--- config.mk ---
export PLATFORM = sky130hd
export DESIGN_NAME = bpr_ctrl
export DESIGN_NICKNAME = d
export VERILOG_FILES = /design/src/hw/rtl/bpr_pkg.sv /design/src/hw/rtl/bpr_ctrl.sv
export SDC_FILE = /design/constraint.sdc
export NUM_CORES = 1
export LEC_CHECK = 0
export BUFFER_PORTS_ARGS = -buffer_cell sky130_fd_sc_hd__buf_2
export CAP_MARGIN = 10
export CORE_AREA = 2 2 39 41
export CTS_CLUSTER_DIAMETER = 100
export DETAILED_ROUTE_END_ITERATION = 12
export DIE_AREA = 0 0 41 43
export PLACE_DENSITY = 0.35
export SETUP_SLACK_MARGIN = 0.4
export SLEW_MARGIN = 15
export SYNTH_ARGS = -nofsm -noshare
export SYNTH_HDL_FRONTEND = slang
export SYNTH_SLANG_ARGS = --single-unit
--- constraint.sdc ---
create_clock -name clk -period 1.2 [get_ports clk]
set_input_delay 0.24 -clock clk [delete_from_list [all_inputs] [get_ports clk]]
set_output_delay 0.24 -clock clk [all_outputs]
set_load 0.02 [all_outputs]
--- src/hw/rtl/bpr_pkg.sv ---
// shared types and constants for the binomial pyramid reduce block
package bpr_pkg;

	localparam int VAL_W     = 24;
	localparam int VAR_W     = 32;
	localparam int CFG_W     = 12;
	localparam int ROW_W     = 11;
	localparam int HEIGHT_LIMIT = 2048;
	localparam int VSUM_W    = 29;
	localparam int VABS_W    = 28;
	localparam int RSUM_W    = 38;
	localparam int SUM_W     = 5;
	localparam int DSQ_W     = 9;
	localparam int DIV_STEPS = 38;
	localparam int CNT_W     = 6;

	localparam logic REG_WIDTH  = 1'b0;
	localparam logic REG_HEIGHT = 1'b1;

	typedef struct packed {
		logic signed [VAL_W-1:0] sample_value;
		logic [VAR_W-1:0]        sample_variance;
		logic                    sample_usable;
	} in_t;

	typedef struct packed {
		logic signed [VAL_W-1:0] out_value;
		logic [VAR_W-1:0]        out_variance;
		logic                    out_usable;
		logic                    frame_last;
	} out_t;

	// packed pixel as kept in the line stores and the window
	typedef struct packed {
		logic                    usable;
		logic [VAR_W-1:0]        variance;
		logic signed [VAL_W-1:0] value;
	} pix_t;

	localparam int PIX_W = $bits(pix_t);

	typedef enum logic [2:0] {
		ST_IDLE,
		ST_FETCH,
		ST_LOAD,
		ST_DIV,
		ST_OUT
	} state_t;

	typedef struct packed {
		logic capture;
		logic fetch;
		logic load;
		logic step;
	} cmd_t;

	typedef struct packed {
		logic emit;
		logic div_last;
	} sts_t;

	// weights of the three taps along one axis: {w2, w1, w0}
	function automatic logic [5:0] tap_weights(input logic odd, input logic ge1,
			input logic ge2);
		logic [5:0] w;
		if (odd) begin
			w = {(ge2 ? 2'd1 : 2'd0), 2'd2, 2'd1};
		end else begin
			w = {2'd0, (ge1 ? 2'd1 : 2'd0), 2'd2};
		end
		return w;
	endfunction

endpackage

--- src/hw/rtl/bpr_ctrl.sv ---
// controller state machine for the pyramid reduce
module bpr_ctrl (
	input  logic          clk,
	input  logic          arst_n,
	input  logic          in_valid,
	output logic          in_ready,
	output logic          out_valid,
	input  logic          out_ready,
	input  bpr_pkg::sts_t sts,
	output bpr_pkg::cmd_t cmd
);

	bpr_pkg::state_t state_q, state_d;

	// state register
	always_ff @(posedge clk or negedge arst_n) begin
		if (!arst_n) begin
			state_q <= bpr_pkg::ST_IDLE;
		end else begin
			state_q <= state_d;
		end
	end

	// next state and commands
	always_comb begin
		state_d   = state_q;
		cmd       = '0;
		in_ready  = 1'b0;
		out_valid = 1'b0;
		case (state_q)
			bpr_pkg::ST_IDLE: begin
				in_ready = 1'b1;
				if (in_valid) begin
					cmd.capture = 1'b1;
					state_d = bpr_pkg::ST_FETCH;
				end
			end
			bpr_pkg::ST_FETCH: begin
				cmd.fetch = 1'b1;
				state_d = sts.emit ? bpr_pkg::ST_LOAD : bpr_pkg::ST_IDLE;
			end
			bpr_pkg::ST_LOAD: begin
				cmd.load = 1'b1;
				state_d = bpr_pkg::ST_DIV;
			end
			bpr_pkg::ST_DIV: begin
				cmd.step = 1'b1;
				if (sts.div_last) begin
					state_d = bpr_pkg::ST_OUT;
				end
			end
			bpr_pkg::ST_OUT: begin
				out_valid = 1'b1;
				if (out_ready) begin
					state_d = bpr_pkg::ST_IDLE;
				end
			end
			default: begin
				state_d = bpr_pkg::ST_IDLE;
			end
		endcase
	end

endmodule

==> results of run 1 <==
[through the flow]
step                total power, mW  utilization [%]  hold WS, ns  TNS, ns  std cells
floorplan                     0.556                -      -0.0556  -0.0177         18
global placement              0.707             20.9       0.0410        0         46
detailed placement            0.708             20.9       0.0412        0         46
CTS                            1.04             27.1        0.219   -0.852         53
global route                   1.18             28.9        0.247    -1.02         54
finish                         1.12             28.9        0.235   -0.823         54
[routing by layer]
layer | GRT usage [%] | share of wire (%) | up-vias
li1 | - | - | 105
met1 | 9.39 | 41 | 111
met2 | 11.9 | 53 | 8
met3 | 1.57 | 3.8 | 2
met4 | 10.0 | 2.5 | 0
met5 | 0 | 0 | -
[cells by family after synthesis]
| logic type | synth area share (%) |
|---|---|
| AO/OA/AOI/OAI | 15.0 |
| buffers and inverters | 4.29 |
| flip-flops | 42.9 |
| AND/OR/NAND/NOR | 37.9 |
[final timing paths]
| check | cells past startpoint | slack (ns) | from | to |
|---|---|---|---|---|
| worst max-delay path | 3 | -0.18 | state_q[1] | cmd[3] |
| worst min-delay path | 2 | 0.23 | sts[0] | state_q[0] |
| worst max register to register | 2 | 0.15 | state_q[0] | state_q[2] |
| worst min register to register | 2 | 0.67 | state_q[2] | state_q[0] |
| max in group asynchronous | 2 | 0.74 | arst_n | state_q[2] |
| min in group asynchronous | 2 | 0.34 | arst_n | state_q[0] |
[worst register-to-register path: stages (launching register included)]
cell	delay, ns
sky130_fd_sc_hd__dfrtp_2	0.46
sky130_fd_sc_hd__and3b_2	0.26
sky130_fd_sc_hd__a22o_1	0.21
[where the power goes]
part / internal (mW) / total (mW) / switching [mW]
clock: 0.125 / 0.183 / 0.0579
sequential: 0.153 / 0.250 / 0.0968
combinational: 0.384 / 0.688 / 0.304
total: 0.662 / 1.12 / 0.459
[layout by cell type, fill, tap and decap left out, drive strengths merged]
cell,netlist,layout
nor3b,2,2
inv,2,2
o32ai,2,2
and2,2,2
and3b,1,1
a22o,1,1
nor2,2,2
dlygate4sd3,0,1
buf,0,15
clkbuf,0,4
nand2b,2,2
nor3,1,1
dfrtp,3,3
[repair_timing]
action,CTS,global route
setup buffers,2,1
hold buffers,1,0
endpoints found under the hold margin,3,0
pin swaps,6,4
resized for setup,9,4
endpoints found under the setup margin,9,9
[cell type report]
class	count	area (um2)	share of cell area (%)
Inverter	2	7.51	1.88
Tap cell	16	20.0	5.00
Sequential cell	3	78.8	19.7
Timing Repair Buffer	16	123	30.6
Clock buffer	4	26.3	6.56
Multi-Input combinational cell	13	145	36.2
==> metrics list, run 1 <==
- Cell with the largest stage delay on the worst path: sky130_fd_sc_hd__dfrtp_2
- Most repeated cell in the gate-level netlist after synthesis: sky130_fd_sc_hd__dfrtp_1
* Launching element type of the critical path: flip-flop
- STA classifies the critical path endpoint as a primary output.
* Final ANT Viol Nets: 0
- Final wirelength: between 600 and 700 um
* Setup violators final: 6
- Worst IR drop on VDD: 0.000664 V
- In the final routed layout, each cell accounts on average for ~11 um.
- Antenna diode count: 0
- Dividing total power by cell area gives a power density of 2800 nW/um2.
* Via count: 226
* Data arrival time of the critical path: 1.14 ns
- With fillers left out, the area of the finished cells amounts to approximately 400 um2.
- Tot GR Track Use: 8.55%
- In the synthesized netlist the dominant register cell turns out to be sky130_fd_sc_hd__dfrtp_1.
* Synth Net Count: 24
- Subtracting the final worst setup slack from the clock period gives 1.38 ns.
* Number of flip-flops under the largest register name: 3
* Initial antenna violation count: 0
* Post-route fraction of the period consumed by the critical path: 115%
* Root buffer cell: sky130_fd_sc_hd__clkbuf_4
- For this run, design rule violations remaining after detail routing come to 0.
* Buf+Inv Stages, Crit Path: 1
* Fraction of post-synthesis cell area in the top cell type by area: 42.9%
* Die Outline Area: between 1500 and 2000 um2
- For this run, the number of Yosys warnings is 0.
- Chip width: 41 um
* Fraction of registers with async set or reset after synthesis: 100%
* Worst slack, placed: about 0.03 ns
- Final worst setup slack: -0.184 ns
- Run status: finished with violations
* Transition time at the pin with the least slew margin: 0.202 ns
- Clock sink total: 3
- RSZ-0062 raised after global routing: true
* Worst path required time: 0.96 ns
* Share of post-route cells with drive strength above 1: 81.6%
* Number of unique standard cell types used by synthesis: 11
- Num ports: 12
* Top post-synthesis cells by area: sky130_fd_sc_hd__dfrtp_1 43%, sky130_fd_sc_hd__o32ai_1 10%, sky130_fd_sc_hd__and2_1 7.1%
- Vias in the first global route: 241
- After floorplanning, the core was sized to cover ~1400 um2.
- Most flop-heavy register: state_q
- The worst pin sits at a relative slew slack of 86.6%.
- CTS H-tree lvls: 1
- The tool flagged a number of max-cap violations equal to 0.
- Routability-driven placement finished with a final weighted congestion of 0.705.
* Max Root-Sink Buffers: 2
- Number of rows in the core area: 14
* Post-detailed-route via-to-cell ratio: between 4 and 5
- In this run, synthesis inferred 0 flip-flops with an integrated enable.
* Registers with the most flip-flops: state_q x3
- Walking the worst path, the cells encountered are nor3_4, and2_4, buf_6.
- Clock Skews: roughly 0.0076 ns
* Relative area change from synthesis to final layout: 129%
- Leakage: 0.186 nW
- Remaining Overflow, GRT: 0
- Total half-perimeter wirelength after legalization and detailed placement: 414 um
- Max frequency: around 720 MHz
* 1st-iter DRT viols: 0
- Fill cells in the final layout number 162.
- The later pin in the worst-skew pair is clocked with a latency of about 0.24 ns.
- Global-route wire length before repair: just over 900 um
- Largest net degree at the start of global routing: 7
- Cells after synthesis: 18
- Flip-flop and latch count after synthesis: 3
- In this design, the stage delay of the slowest critical-path cell is roughly 0.45 ns.
- Once the floorplan was initialized, standard cells occupied 12.7% of the core.
- Failing checks: negative setup slack
- In this run the vertical extent of the chip is 43 um.
- The final layout contains 45 nets.
* Clock Pin Slew Worst Setup and Hold Paths: around 0.040 ns
- For this run, the register share of the synthesized area comes to 42.9%.
- Input and output buffers added on the ports amount to 11.
- Largest driver fanout on the critical path: 6
- Cell Area, Synth: around 180 um2
- For this run, the detailed router's first-pass iteration total came to 1.
- Path type of the worst setup path: reg -> out
* Fin. max-slew vios: 0
- Post-synthesis cell type with the largest combined area: sky130_fd_sc_hd__dfrtp_1
- Cell area after placement: 289 um2
* Class of the tightest hold or removal check: in -> reg
- TritonCTS built the clock tree.
- Total clock buffers created by CTS: 3
* Number of hold violations in the final report: 0
- CP top delay family: flip-flops
- Averaged over all synthesized cells, the footprint is 9.73 um2.
No activity file was read; power rests on OpenSTA's default activity.
==> run 2: changes to the inputs <==
==> constraint.sdc (replaced) <==
create_clock -name clk -period 1.6 [get_ports clk]
set_input_delay 0.32 -clock clk [delete_from_list [all_inputs] [get_ports clk]]
set_output_delay 0.32 -clock clk [all_outputs]
set_load 0.02 [all_outputs]
==> run 2 against run 1 <==
Against the previous run:
- highest routed layer is now met3
- via count shrank 8.8%
- largest power group unchanged
- the flow now finishes without violations
- wire length shrank 16%
- worst setup slack gained 0.33 ns
- clock-buffer cell count is the same
- non-clock buffer count is the same
- power shrank 34%
- sequential share of layout area grew 2.0 points
- die area is the same
- sequential power shrank 24%
- largest cell class is now non-clock buffers
==> metrics list, run 2 (same netlist as run 1, synthesis figures left out) <==
- Run status: complete, no violations
* Number of hold violations in the final report: 0 (unchanged)
- RSZ-0062 raised after global routing: true
- Setup violators final: 0 (-6)
- The global-route congestion overflow total was 0 (unchanged).
- The count of antenna diodes in the layout is 0 (unchanged).
- In this run the worst hold path is classified as in -> reg.
* Cell internal power dissipation: 438 uW (-34%)
* Vias in the first global route: 236 (-2.1%)
- The largest clock skew in the final design was 0.000794 ns (-0.00678 ns).
- Registers with the most flip-flops: state_q x3
- Max Root-Sink Buffers: 2 (unchanged)
* Wirelength per Cell: 9.39 um (-16%)
* Die Outline Area: 1760 um2 (unchanged)
- Number of flip-flops under the largest register name: 3 (unchanged)
* Share of post-route cells with drive strength above 1: 68.4% (-13 points)
- The leakage power of the design was 0.177 nW (-4.8%).
- The signal arrival time at the worst endpoint came to 1.13 ns (about the same).
- The switching fraction of total power is 40.6% (-0.37 points).
- Final worst path period need: 1.45 ns
* Sum Neg Setup Slack: 0 ns (+0.823 ns)
* Clock latency at the later pin of the worst-skew pair: 0.23 ns (about the same)
- First-pass iteration count of the detailed router: 2 (+1)
- Post-detailed-route via-to-cell ratio: 3.81 (-8.8%)
* Final wirelength: 507 um (-16%)
- Number of rows in the core area: 14 (unchanged)
- The I/O pin total was 12 (unchanged).
- The proportion of power drawn by combinational gates is 56.0% (-5.4 points).
- The worst-margin pin slew came to 0.292 ns (+0.0907 ns).
* Setup crit end kind: primary output
- CTS H-tree lvls: 1 (unchanged)
- The die extent in y is 43 um (unchanged).
* Largest net degree at the start of global routing: 8 (+1)
- The proportion of power drawn by flip-flops and latches is 25.7% (+3.4 points).
* Most flop-heavy register: state_q
* Total clock buffers created by CTS: 3 (unchanged)
* Total half-perimeter wirelength after legalization and detailed placement: 349 um (-16%)
* Cells along the critical path: nor3_4, and2_4, buf_6
- The starting utilization of the core area was 12.7% (unchanged).
* Root buffer cell: sky130_fd_sc_hd__clkbuf_4
* Chip width: 41 um (unchanged)
- The initial antenna violation count was 0 (unchanged).
- Worst slew margin relative to its limit: 80.5% (-6.1 points)
* Placeable Area: 1380 um2 (unchanged)
- The maximum resistive drop on vdd is 0.000514 V (-23%).
- Launching element type of the critical path: flip-flop
- Buf+Inv Stages, Crit Path: 1 (unchanged)
- CP top delay family: flip-flops
- The routing usage on met1 came to 7.77% (-1.6 points).
- Path type of the worst setup path: reg -> out
- Post-route fraction of the period consumed by the critical path: 90.8%
- The number of max-cap violations came to 0 (unchanged).
- The maximum single-stage delay on the critical path was 0.44 ns (about the same).
- For this design, the slowest cell found on the critical path is sky130_fd_sc_hd__dfrtp_2.
- Relative to the synthesized area, the layout overhead comes to 108%.
- Power dissipated by switching net loads: 299 uW (-35%)
* Max frequency: about 690 MHz
* Post-Place Cells: 45 (-2.2%)
* 1st-iter DRT viols: 1 (+1)
- # fillers: 154 (-4.9%)
- The wire length of the first global-routing pass came to 862 um (-7.4%).
- The number of design rule violations left after detail routing was 0 (unchanged).
- Fin. max-slew vios: 0 (unchanged)
- The global-route usage over all layers is 8.45% (-0.10 points).
* Most frequent cells in the layout: 6 x sky130_fd_sc_hd__buf_2, 6 x sky130_fd_sc_hd__buf_4, 3 x sky130_fd_sc_hd__clkbuf_4, 3 x sky130_fd_sc_hd__buf_6, 3 x sky130_fd_sc_hd__dfrtp_2
- The weighted congestion reported at the end of routability-driven placement was 0.763 (+8.3%).
- The final net count came to 45 (unchanged).
- Grt met2 use: 11.3% (-0.62 points)
- The power per unit of standard cell area came to 2020 nW/um2 (-28%).
* Post-route insts no fill: 54 (unchanged)
- The clock sink count was 3 (unchanged).
- The layer flagged by global routing as most heavily used is met4.
- FF-to-FF setup slack: 0.44 ns (+0.29 ns)
* Final ANT Viol Nets: 0 (unchanged)
* Worst path required time: 1.28 ns (+0.32 ns)
- Proportion of power drawn by the clock network: 18.3% (+2.0 points)
- Met3 Resource Use GR: 3.14% (+1.6 points)
* Largest driver fanout on the critical path: 6 (unchanged)
- TritonCTS built the clock tree.
* Via count: 206 (-8.8%)
- Clock Pin Slew Worst Setup and Hold Paths: 0.04 ns (about the same)
- Port Buffers: 11 (unchanged)
run 2: cell counts in the layout (fill, tap and decap cells not counted):
Identical to the previous run, type by type.
run 2: stage by stage:
| step | cell area, um2 | total power, mW | utilization (%) | worst slack (ns) | hold slack (ns) |
|---|---|---|---|---|---|
| 2_1_floorplan | 193 | 0.383 | - | 0.271 | 0.0244 |
| 3_5_place_dp | 268 | 0.478 | 19.3 | 0.309 | 0.116 |
| 4_1_cts | 349 | 0.717 | 25.2 | 0.127 | 0.285 |
| 6_report | 364 | 0.736 | 26.3 | 0.147 | 0.296 |
| 3_3_place_gp | 268 | 0.478 | 19.3 | 0.315 | 0.114 |
| 5_1_grt | 364 | 0.790 | 26.3 | 0.0946 | 0.302 |
run 2: final cells by class:
| class | instances | area, um2 | share of cell area [%] |
|---|---|---|---|
| Clock buffer | 4 | 26.3 | 7.22 |
| Inverter | 2 | 7.51 | 2.06 |
| Multi-Input combinational cell | 13 | 113 | 30.9 |
| Sequential cell | 3 | 78.8 | 21.6 |
| Tap cell | 16 | 20.0 | 5.50 |
| Timing Repair Buffer | 16 | 119 | 32.6 |
run 2: path summary, 6_finish.rpt:
kind	start	to	cells after the start
min reg2reg	state_q[2]	state_q[0]	1
min	sts[0]	state_q[0]	2
max reg2reg	state_q[0]	state_q[2]	3
max	state_q[1]	cmd[3]	3
min in group asynchronous	arst_n	state_q[0]	2
max in group asynchronous	arst_n	state_q[2]	2
run 2: metal layers:
layer	routed length, um	up-vias
met1	197	95
li1	-	105
met3	19	0
met2	290	6
met5	0	-
met4	0	0
run 2: repair_timing:
| item | in CTS | in global routing |
|---|---|---|
| setup endpoints to repair | 6 | 6 |
| hold buffers | 1 | 0 |
| setup buffers | 3 | 1 |
| hold endpoints to repair | 3 | 0 |
| pin swaps | 2 | 1 |
| resized for setup | 10 | 3 |
| cloned | 0 | 0 |
run 2: power by group through the flow:
stage,combinational [mW],clock (mW),sequential (mW)
floorplan,0.211,0,0.172
global placement,0.288,0,0.190
detailed placement,0.289,0,0.189
CTS,0.389,0.142,0.186
global route,0.442,0.143,0.204
finish,0.412,0.135,0.189
==> run 3: changes to the inputs <==
--- a/config.mk
+++ b/config.mk
@@ -7,11 +7,11 @@
 export LEC_CHECK = 0
 export BUFFER_PORTS_ARGS = -buffer_cell sky130_fd_sc_hd__buf_2
 export CAP_MARGIN = 10
-export CORE_AREA = 2 2 39 41
+export CORE_AREA = 4 4 41 43
 export CTS_CLUSTER_DIAMETER = 100
 export DETAILED_ROUTE_END_ITERATION = 12
-export DIE_AREA = 0 0 41 43
-export PLACE_DENSITY = 0.35
+export DIE_AREA = 0 0 45 47
+export PLACE_DENSITY = 0.33
 export SETUP_SLACK_MARGIN = 0.4
 export SLEW_MARGIN = 15
 export SYNTH_ARGS = -nofsm -noshare
==> run 3 against run 2 <==
Against the previous run:
- die area grew 20%
- combinational power grew 4%
- global-route usage shrank 1.2 points
- register-to-register slack gained 0.10 ns
- clock skew grew 0.0037 ns
- clock power grew 3%
- critical endpoint unchanged
- largest power group unchanged
- critical path type unchanged
==> metrics list, run 3 (same netlist as run 1, synthesis figures left out) <==
* Worst slew margin relative to its limit: 84.8% (+4.3 points)
* Remaining Overflow, GRT: 0 (unchanged)
- The number of DRC markers in iteration 0 was 1 (unchanged).
- Wirelength per Cell: 10.3 um (+9.6%)
- Setup violators final: 0 (unchanged)
- Chip width: 45 um (+9.8%)
* CP top delay family: flip-flops
- Final wirelength: 535 um (+5.5%)
- Routability cong.: 0.586 (-23%)
- The total power draw was 751 uW (+2.0%).
* Data arrival time of the critical path: 1.14 ns (about the same)
* Placeable Area: 1300 um2 (-6.0%)
- Most flop-heavy register: state_q
- Setup crit end kind: primary output
- Setup repair after global routing could not meet its margin everywhere.
* Post-route insts no fill: 52 (-3.7%)
- The final hold violation count is 0 (unchanged).
* Post-Place Cells: 44 (-2.2%)
* CTS H-tree lvls: 1 (unchanged)
- Ratio of total power to cell area: 2090 nW/um2 (+3.5%)
- Wire length on met3: 26 um (+37%)
- The insertion delay of the later-clocked pin in the worst-skew pair came to 0.24 ns (about the same).
* Tot GR Track Use: 7.27% (-1.2 points)
* Number of flip-flops under the largest register name: 3 (unchanged)
* Share of post-route cells with drive strength above 1: 70.3% (+1.8 points)
* Port Buffers: 11 (unchanged)
* DR DRC count: 0 (unchanged)
* Clock Pin Slew Worst Setup and Hold Paths: 0.04 ns (about the same)
- Post-route fraction of the period consumed by the critical path: 91.4% (+0.62 points)
* Worst path required time: 1.28 ns (about the same)
- The number of placement rows came to 13 (-1).
* Total met2 wirelength after detailed routing: 275 um (-5.2%)
- Total clock buffers created by CTS: 3 (unchanged)
- First-pass iteration count of the detailed router: 3 (+1)
- The I/O pin total came to 12 (unchanged).
- Final design instance area without fill: 359 um2 (-1.4%)
* Path type of the worst setup path: reg -> out
- The largest individual stage delay along the critical path comes from the cell sky130_fd_sc_hd__dfrtp_2.
- Cells along the critical path: nor3_4, and2_4, buf_6
- The total buffers and inverters traversed by the critical path is 1 (unchanged).
* Final worst path period need: 1.46 ns (+0.00984 ns)
- Final ANT Viol Nets: 0 (unchanged)
- Compared with the post-synthesis result, the final layout area differs by 105%.
- Via count: 203 (-1.5%)
- The via density per instance is 3.90 (+2.3%).
* Class of the tightest hold or removal check: in -> reg
- The final net count is 44 (-2.2%).
- Cell area after placement: 267 um2 (-0.47%)
- The number of slew-limit violations in the final report was 0 (unchanged).
* Leakage: 0.172 nW (-2.5%)
- Transition time at the pin with the least slew margin: 0.227 ns (-0.0649 ns)
- The largest clock skew in the final design was 0.00449 ns (+0.00369 ns).
- The final total negative setup slack came to 0 ns (unchanged).
- Registers with the most flip-flops: state_q x3
- The count of antenna diodes in the layout is 0 (unchanged).
* Effective utilization at floorplan: 13.5% (+0.80 points)
- The largest fanout of any net on the critical path is 6 (unchanged).
- The initial antenna violation count came to 0 (unchanged).
* Root buffer cell: sky130_fd_sc_hd__clkbuf_4
- The die extent in y is 47 um (+9.3%).
- CTS tree: yes
- The clock sink count is 3 (unchanged).
* Run status: complete, no violations
- The number of max-cap violations is 0 (unchanged).
* Worst IR drop on VDD: 0.000615 V (+20%)
- The worst setup path is launched from a flip-flop.
* Max frequency: 684 MHz (-0.67%)
- The library cells used most frequently in the layout, excluding fill and tap cells, are 6 x sky130_fd_sc_hd__buf_2, 6 x sky130_fd_sc_hd__buf_4, 3 x sky130_fd_sc_hd__clkbuf_4, 3 x sky130_fd_sc_hd__dfrtp_2.
- Global-route wire length before repair: 993 um (+15%)
- The via count of the first global-routing pass is 234 (-0.85%).
- Routed length on met1: 205 um (+4.1%)
* Max Root-Sink Buffers: 2 (unchanged)
- The full die area is 2120 um2 (+20%).
- Highest cell delay on the worst timing path: 0.44 ns (about the same)
- Largest net degree at the start of global routing: 8 (unchanged)
* Top layer reached by signal wires: met4
## run 3: changes by cell type in the layout (fill, tap and decap cells not counted), sizes merged
cell  change
buf       -1
## run 3: report_power, final
| part | switching [mW] | internal [mW] | leakage (nW) |
|---|---|---|---|
| Sequential | 0.0698 | 0.115 | 0.0341 |
| Combinational | 0.192 | 0.235 | 0.123 |
| Clock | 0.0455 | 0.0939 | 0.0150 |
## run 3: what timing repair did
action                                  in CTS  in global routing
hold buffers                                 1                  0
gates cloned                                 0                  0
resized for setup                           11                  2
pin swaps                                    2                  2
endpoints found under the setup margin       6                  6
endpoints found under the hold margin        3                  0
buffers inserted                             3                  0
## run 3: area by class of cell
cell class | count | area, um2
repair buffers | 15 | 108
clock buffers | 4 | 26.3
multi-input cells | 13 | 120
fillers | 156 | 942
inverters | 2 | 7.51
flip-flops and latches | 3 | 78.8
well taps | 15 | 18.8
## run 3: path summary, 6_finish.rpt
check                                start          to  slack (ns)  cells after the start
worst max-delay path            state_q[1]      cmd[3]        0.14                      3
worst min-delay path                sts[0]  state_q[0]        0.29                      2
worst max register to register  state_q[0]  state_q[2]        0.54                      2
worst min register to register  state_q[2]  state_q[0]        0.59                      1
max in group asynchronous           arst_n  state_q[1]        1.08                      2
min in group asynchronous           arst_n  state_q[2]        0.40                      2
## run 3: stage by stage
step	hold slack (ns)	util, %	worst slack, ns
6_report	0.291	27.6	0.137
5_1_grt	0.296	27.6	0.0831
4_1_cts	0.283	26.8	0.123
3_5_place_dp	0.116	20.5	0.299
3_3_place_gp	0.118	20.5	0.324
2_1_floorplan	0.0244	-	0.271
## run 3: worst reg2reg max path, stage by stage, from the launching register on
cell and delay, ns:
sky130_fd_sc_hd__dfrtp_2 0.45, sky130_fd_sc_hd__and3b_2 0.25, sky130_fd_sc_hd__a22o_1 0.24
## run 3: layer usage
| metal | GRT usage (%) | vias to the layer above |
|---|---|---|
| li1 | - | 101 |
| met1 | 7.74 | 93 |
| met2 | 10.2 | 7 |
| met3 | 1.53 | 2 |
| met4 | 10.5 | 0 |
| met5 | 0 | - |
